===== src/hdl/lfc_ram.sv =====
// ----------------------------------------------------------------------------
// Log FIFO cache RAM
// Generic single write port, single read port RAM with registered read.
// ----------------------------------------------------------------------------
`timescale 1ns / 1ps

module lfc_ram #(
  parameter int unsigned WIDTH = 8,
  parameter int unsigned DEPTH = 16
) (
  input  logic                                      clk_i,
  input  logic                                      we_i,
  input  logic [(DEPTH > 1 ? $clog2(DEPTH) : 1)-1:0] waddr_i,
  input  logic [WIDTH-1:0]                          wdata_i,
  input  logic                                      re_i,
  input  logic [(DEPTH > 1 ? $clog2(DEPTH) : 1)-1:0] raddr_i,
  output logic [WIDTH-1:0]                          rdata_o
);

  logic [WIDTH-1:0] mem_q [DEPTH];
  logic [WIDTH-1:0] rdata_q;

  always_ff @(posedge clk_i) begin
    if (we_i) begin
      mem_q[waddr_i] <= wdata_i;
    end
    if (re_i) begin
      rdata_q <= mem_q[raddr_i];
    end
  end

  assign rdata_o = rdata_q;

endmodule


===== config.mk =====
export PLATFORM = sky130hd
export DESIGN_NAME = lfc_ram
export DESIGN_NICKNAME = d
export VERILOG_FILES = /design/src/hdl/lfc_ram.sv
export SDC_FILE = /design/constraint.sdc
export NUM_CORES = 1
export LEC_CHECK = 0
export BUFFER_PORTS_ARGS = -buffer_cell sky130_fd_sc_hd__buf_2
export CAP_MARGIN = 40
export CORE_ASPECT_RATIO = 1.25
export CORE_MARGIN = 3
export CORE_UTILIZATION = 60
export CTS_CLUSTER_DIAMETER = 200
export DETAILED_ROUTE_END_ITERATION = 6
export GPL_TIMING_DRIVEN = 0
export PLACE_DENSITY = 0.83
export SETUP_SLACK_MARGIN = 0.05
export SLEW_MARGIN = 25
export SYNTH_ARGS = -nofsm -noshare
export SYNTH_HDL_FRONTEND = slang
export SYNTH_SLANG_ARGS = --single-unit

===== constraint.sdc =====
create_clock -name clk_i -period 3.21 [get_ports clk_i]
set_input_delay 0.642 -clock clk_i [delete_from_list [all_inputs] [get_ports clk_i]]
set_output_delay 0.642 -clock clk_i [all_outputs]
set_load 0.005 [all_outputs]

## Yosys cells after proc, flatten, opt, wreduce, memory -nomap -nowiden

Memory sizes are Yosys's and may differ from the RTL's. A register that Yosys moved wholly into a read port is not among the register bits.
Cells that the tools add are included.

- Bits in registers: 0
- Logic and storage cells: 3
- Input port bits: 19
- Bits in writable memories: 128
- Memories kept: 1
- Output and inout bits: 8

Memories:

| memory | depth | width | rd ports | clocked after memory_dff | wr ports | line | text |
|---|---|---|---|---|---|---|---|
| mem_q | 16 | 8 | 1 | 1 | 1 | 20 | `logic [WIDTH-1:0] mem_q [DEPTH];` |

- Multiplexer cells: 2

Operator list:

| cell | number |
|---|---|
| 1-bit two-way mux | 2 |

## Logic depth before layout (Yosys ltp)

Gate-level depths: netlist of run 1.

- Depth in word-level cells: 2
- Mapped depth: 5

## Worst setup path before layout of run 1

No wires, ideal clock.

- Kind: in2reg
- From: in waddr_i[2] (netlist name)
- To: mem mem_q[0][0], enable pin
- Stages: 2
- Slack: 1075 ps
- Path buffers: 0
- Arrival time: 1752 ps
- Library setup time: 383 ps
- Cells stage by stage: or3b_2 > nor3_1

RTL lines:

| what | line | text |
|---|---|---|
| start: declaration | 13 | `input logic [(DEPTH > 1 ? $clog2(DEPTH) : 1)-1:0] waddr_i,` |
| end: declaration | 20 |  |

No word-level cell before the write port.

## Worst setup path in the final report of run 1

- From: in waddr_i[2] (netlist name)
- To: mem mem_q[1][4], enable pin

No word-level cell before the write port.

==> run_results.csv, run 1 <==
group,metric,value,unit
run_status,outcome,"complete, no violations",
synth,ys_warn_count,0,
critical_path,worst_ep_required_time,3.37,ns
cts,numCtsBuffers,17,
critical_path,max_stage_delay,0.64,ns
placement,postPlaceCellArea,5520,um2
cts,cts.htree.levels,4,
final_layout,fin_area,6140,um2
power,p_leak,0.00206,uW
cts,post_cts_resized,0,
final_layout,layout.nets,295,
critical_path,start_kind,"input port",
sta,period_share,55.6,%
route,drt_pass1_iterations,4,
sta,rsz0062_at_grt,"no",
placement,io_buffers,25,
final_layout,final_common_cell,"edfxtp_1",
cts,clk_pin_slew,0.06,ns
cts,cts_setup_buffers,0,
die,row_count,37,
placement,place.gp.congestion,0.779,
die,dieArea,9880,um2
synth,synth_top_family_by_area,"multiplexers",
cts,clock_path_buffers,2,
final_layout,n_antenna_cell,0,
sta,hold_viol,0,
synth,netlist.area_leader.share,78.1,%
sta,fin_crit,1.79,ns
die,ioPinCount,27,
final_layout,final_cell_mix,"136 x edfxtp_1, 28 x buf_2, 18 x mux4_2",
synth,synthAdderAreaFrac,0,%
synth,avgSynthCellArea,22.8,um2
sta,setup_viol,0,
cts,clk_latency,0.53,ns
global_route,grt_pass1_vias,2589,
critical_path,cp-end-kind,"register",
final_layout,fill_cells,456,
sta,drv_slew,0,
route,drtIter0Drc,211,
synth,synth-xor-area-share,0,%
hold_path,hold_class,"in -> reg",
cts,cts_tree,"built",
synth,syn-cell-area,5230,um2
synth,ys_seq_area_share,78.1,%
placement,place_hpwl,6090,um
critical_path,path_max_fanout,8,
critical_path,crit_type,"in -> reg",
synth,yosysUniqueCellTypes,18,
sta,fmax,0.560,GHz
final_layout,areaGrowthSynthToFinish,17.5,%
die,start_util,62.4,%
synth,yosys.area.top_type,"edfxtp_1",
synth,synth_compound_area_share,2.30,%
route,via_count,2472,
global_route,overflow,0,
die,coreArea,8380,um2
sta,slew_headroom,46.2,%
job,cap_violations,0,
global_route,antenna_found_initial,0,
sta,finalSetupTns,0,ns
synth,synthTopCellsByArea,"edfxtp_1 78%, mux4_2 7.8%, mux4_1 7.0%",
power,ir_worst_vdd,452,uV
route,wl_per_cell,24.2,um
route,remaining_drc_errors,0,
sta,clock_skew,0.00654,ns
global_route,grtUsageTotal,23.1,%
route,viasPerCell,6.09,
synth,synth_seq_cells,136,
global_route,grt_pass1_wl,14900,um
power,power_density,672,nW/um2
cts,numClockSinks,136,
synth,synth.net_count,248,
route,routed_wl,9810,um
synth,syn_inst,229,
die,die_x,89.5,um
final_layout,drive_above_1_share,31.1,%
route,detail-route-antenna-nets,0,
critical_path,path_cells,"buf_2 -> or3b_2 -> nor2_1",
global_route,grt_start_max_net_pins,17,
sta,tightestPinTransition,0.803,ns
cts,cts_hold_buf,0,
synth,muxShareOfSynthArea,14.8,%
critical_path,arrival,1.94,ns
critical_path,slowest_stage,"nor2_1",
die,die_h,110,um
synth,yosys.area_share.simple,3.14,%
critical_path,r2r_slack,1.65,ns
cts,cts-root-buf,"clkbuf_8",
==> per-layer routing <==
layer	track usage, %	routed length (um)	vias up
li1	-	-	1076
met1	29.9	3830	1263
met2	34.0	4920	107
met3	8.92	761	26
met4	12.1	311	0
met5	0	0	-
==> state kept, by name, indices dropped and copies added (netlist names) <==
signal	count
mem_q	128
rdata_o	8
==> kinds of logic (layout without fill, tap and decap cells) <==
logic type	Yosys count	count (layout)
compound gates	16	16
mux	32	32
flops	136	136
buf+inv	10	70
simple gates	35	35
==> worst max-delay path, delay by kind of cell <==
family | cells | cell delay (ns)
buffers and inverters | 1 | 0.12
and+or+nand+nor | 2 | 1.18
==> through the flow <==
stage               instances  hold slack (ns)  setup slack, ns  utilization [%]  power, uW
CTS                       403            0.423             1.37             73.0       4160
finish                    406            0.455             1.42             73.3       4130
global route              406            0.439             1.38             73.3       4240
floorplan                 229            0.705             1.08                -       2150
detailed placement        371            0.764            0.819             65.9       2230
global placement          371            0.735            0.603             65.6       2220
==> cell usage after synthesis <==
cell type        count
edfxtp_1           136
mux4_2              18
a22oi_1             16
mux4_1              14
nor2_1              13
nand2_1              9
nor3_1               4
buf_2                3
buf_6                3
clkdlybuf4s25_2      3
nand2b_1             2
nand3b_1             2
and2_1               1
and2b_1              1
buf_4                1
nand3_1              1
nor2b_1              1
or3b_2               1
==> area by class of cell <==
cell class	instances	area, um2	area share, %
plain buffers	10	86.3	1.41
clock buffers	18	418	6.81
clock inverters	14	181	2.95
multi-input cells	83	1080	17.5
flip-flops and latches	136	4080	66.5
well taps	117	146	2.38
repair buffers	28	148	2.40
==> where the power goes <==
group,switching [uW],leakage (uW),internal [uW]
combinational,110,0.000539,77.8
sequential,9.17,0.00124,2000
clock,681,0.000282,1250
==> final timing paths <==
path,to,start,depth (start not counted)
worst max-delay path,mem_q[1][4],waddr_i[2],3
worst min-delay path,rdata_o[1],re_i,1
worst max register to register,rdata_o[0],mem_q[5][0],3
worst min register to register,rdata_o[5],mem_q[8][5],3
(Power assumes the default switching activity.)
==> run 2: changes to the inputs <==
- ABC_AREA: unset -> 1
- clock period: 3.21 -> 1.8 ns (I/O delays scaled with it)
==> run 2 against run 1 <==
Net effect: first-iteration DRC count up 110%; global-route usage rose by 3.4 points; design area increased by 9.9%; worst setup slack worse by 0.99 ns; hold slack lost 0.18 ns; sequential share of layout area shrank 6.0 points.
==> run_results.csv, run 2 <==
group,metric,value,unit
run_status,outcome,"complete, no violations",
power,p_sw_share,20.6,%
sta,clock_skew,0.00374,ns
synth,syn_inst,551,
critical_path,slowest_stage,"nor2_1",
route,viasPerCell,5.50,
route,routed_wl,13400,um
power,power_density,1150,nW/um2
final_layout,areaGrowthSynthToFinish,15.5,%
synth,synth_ff_type,"edfxtp_1",
synth,syn-cell-area,5850,um2
die,die_x,94.3,um
route,wl_per_cell,18.4,um
sta,fmax,0.733,GHz
synth,netlist.area_leader.share,69.8,%
final_layout,largest_register_ffs,128,
sta,hold_viol,0,
die,die_h,116,um
cts,numCtsBuffers,17,
global_route,grt_start_max_net_pins,17,
route,drtIter0Drc,447,
global_route,grt_pass1_wl,20600,um
cts,cts.htree.levels,4,
synth,synth_seq_cells,136,
hold_path,hold_class,"in -> reg",
global_route,antenna_found_initial,0,
cts,cts_hold_buf,0,
critical_path,crit_family,"simple AND/OR/NAND/NOR gates",
synth,synth-edff-count,136,
route,drt_pass1_iterations,6,
synth,yosys.area.top_type,"edfxtp_1",
die,ioPinCount,27,
critical_path,arrival,1.41,ns
route,remaining_drc_errors,0,
final_layout,multi_input_area,1210,um2
placement,place.gp.congestion,0.882,
final_layout,final_common_cell,"nand2_1",
sta,tightestPinTransition,0.794,ns
synth,yosysMostFrequentCell,"nand2_1",
cts,clk_latency,0.42,ns
die,coreArea,9320,um2
critical_path,crit_type,"in -> reg",
synth,async_reset_ff_share,0,%
placement,pre_cts_ws,0.0203,ns
sta,period_share,75.8,%
die,row_count,39,
global_route,grt_pass1_vias,3858,
placement,io_buffers,23,
sta,finalSetupTns,0,ns
cts,clock_path_buffers,2,
synth,yosysUniqueCellTypes,11,
final_layout,largest-register,"mem_q",
power,p_leak,0.00293,uW
synth,synth.net_count,570,
final_layout,layout.area.seq,4080,um2
placement,place_hpwl,8670,um
sta,fin_crit,1.37,ns
critical_path,max_stage_delay,0.67,ns
cts,cts_tree,"built",
critical_path,worst_ep_required_time,1.85,ns
critical_path,start_kind,"input port",
power,ir_worst_vdd,730,uV
sta,rsz0062_at_grt,"no",
cts,cts-root-buf,"clkbuf_16",
sta,slew_headroom,46.9,%
critical_path,path_cells,"buf_2 -> nand3b_1 -> nor2_1",
cts,post_cts_resized,0,
sta,drv_slew,0,
die,start_util,62.7,%
job,cap_violations,0,
power,power_frac_seq,46.4,%
global_route,overflow,0,
synth,ys_warn_count,0,
synth,yosys-top-cells-count,"173 x nand2_1, 136 x edfxtp_1, 100 x inv_1",
sta,setup_ws,0.435,ns
final_layout,n_antenna_cell,0,
sta,setup_viol,0,
die,dieArea,11000,um2
route,detail-route-antenna-nets,0,
synth,avgSynthCellArea,10.6,um2
final_layout,final_cell_mix,"173 x nand2_1, 136 x edfxtp_1, 100 x inv_1",
power,power_frac_comb,5.9,%
final_layout,fill_cells,660,
power,p_switching,1600,uW
power,clkPwrFrac,47.8,%
synth,ys_seq_area_share,69.8,%
cts,clk_pin_slew,0.06,ns
critical_path,cp-end-kind,"register",
route,via_count,4006,
cts,numClockSinks,136,
critical_path,path_max_fanout,8,
synth,synthTopCellsByArea,"edfxtp_1 70%, nand2_1 11%, nand3_1 8.3%",
cts,cts_setup_buffers,0,
power,p_int,6140,uW
final_layout,layout.nets,612,
global_route,grtUsageTotal,26.5,%
critical_path,cp_num_buf_inv,1,
final_layout,drive_above_1_share,12.5,%
==> run 2: cell type report <==
cell class / instances / share of cell area (%)
plain buffers: 24 / 2.47
flip-flops and latches: 136 / 60.5
clock inverters: 14 / 3.04
multi-input cells: 289 / 18.0
repair buffers: 23 / 1.71
well taps: 123 / 2.28
inverters: 102 / 5.67
clock buffers: 18 / 6.36
==> run 2: kinds of logic (layout without fill, tap and decap cells) <==
family,after synthesis,in the layout,share of synthesized area [%]
simple gates,289,289,20.8
flops,136,136,69.8
buf+inv,126,181,9.39
==> run 2: stage by stage <==
stage	instance area, um2	util, %	power (uW)	cells	hold slack [ns]
2_1_floorplan	5850	-	3900	551	0.459
3_3_place_gp	6120	65.6	4080	697	0.687
3_5_place_dp	6120	65.6	4090	697	0.705
4_1_cts	6750	72.4	7730	729	0.270
5_1_grt	6750	72.4	7940	729	0.275
6_report	6750	72.4	7740	729	0.277
==> run 2: path summary, 6_finish.rpt <==
| kind | start | endpoint | slack [ns] | cells past startpoint |
|---|---|---|---|---|
| min | re_i | rdata_o[7] | 0.28 | 1 |
| min reg2reg | mem_q[11][6] | rdata_o[6] | 0.79 | 6 |
| max reg2reg | mem_q[2][7] | rdata_o[7] | 0.56 | 6 |
| max | waddr_i[2] | mem_q[9][6] | 0.43 | 3 |
==> run 2: power groups by stage <==
stage | logic, uW | clock network [uW] | registers, uW
finish | 454 | 3700 | 3590
global route | 496 | 3850 | 3590
CTS | 445 | 3700 | 3590
detailed placement | 438 | 0 | 3650
global placement | 428 | 0 | 3650
floorplan | 250 | 0 | 3650
==> run 2: metal layers <==
layer  wire, um  track usage (%)
met1       5370             34.2
met5          0                0
met2       6260             40.6
met3       1220             7.93
met4        530             14.5
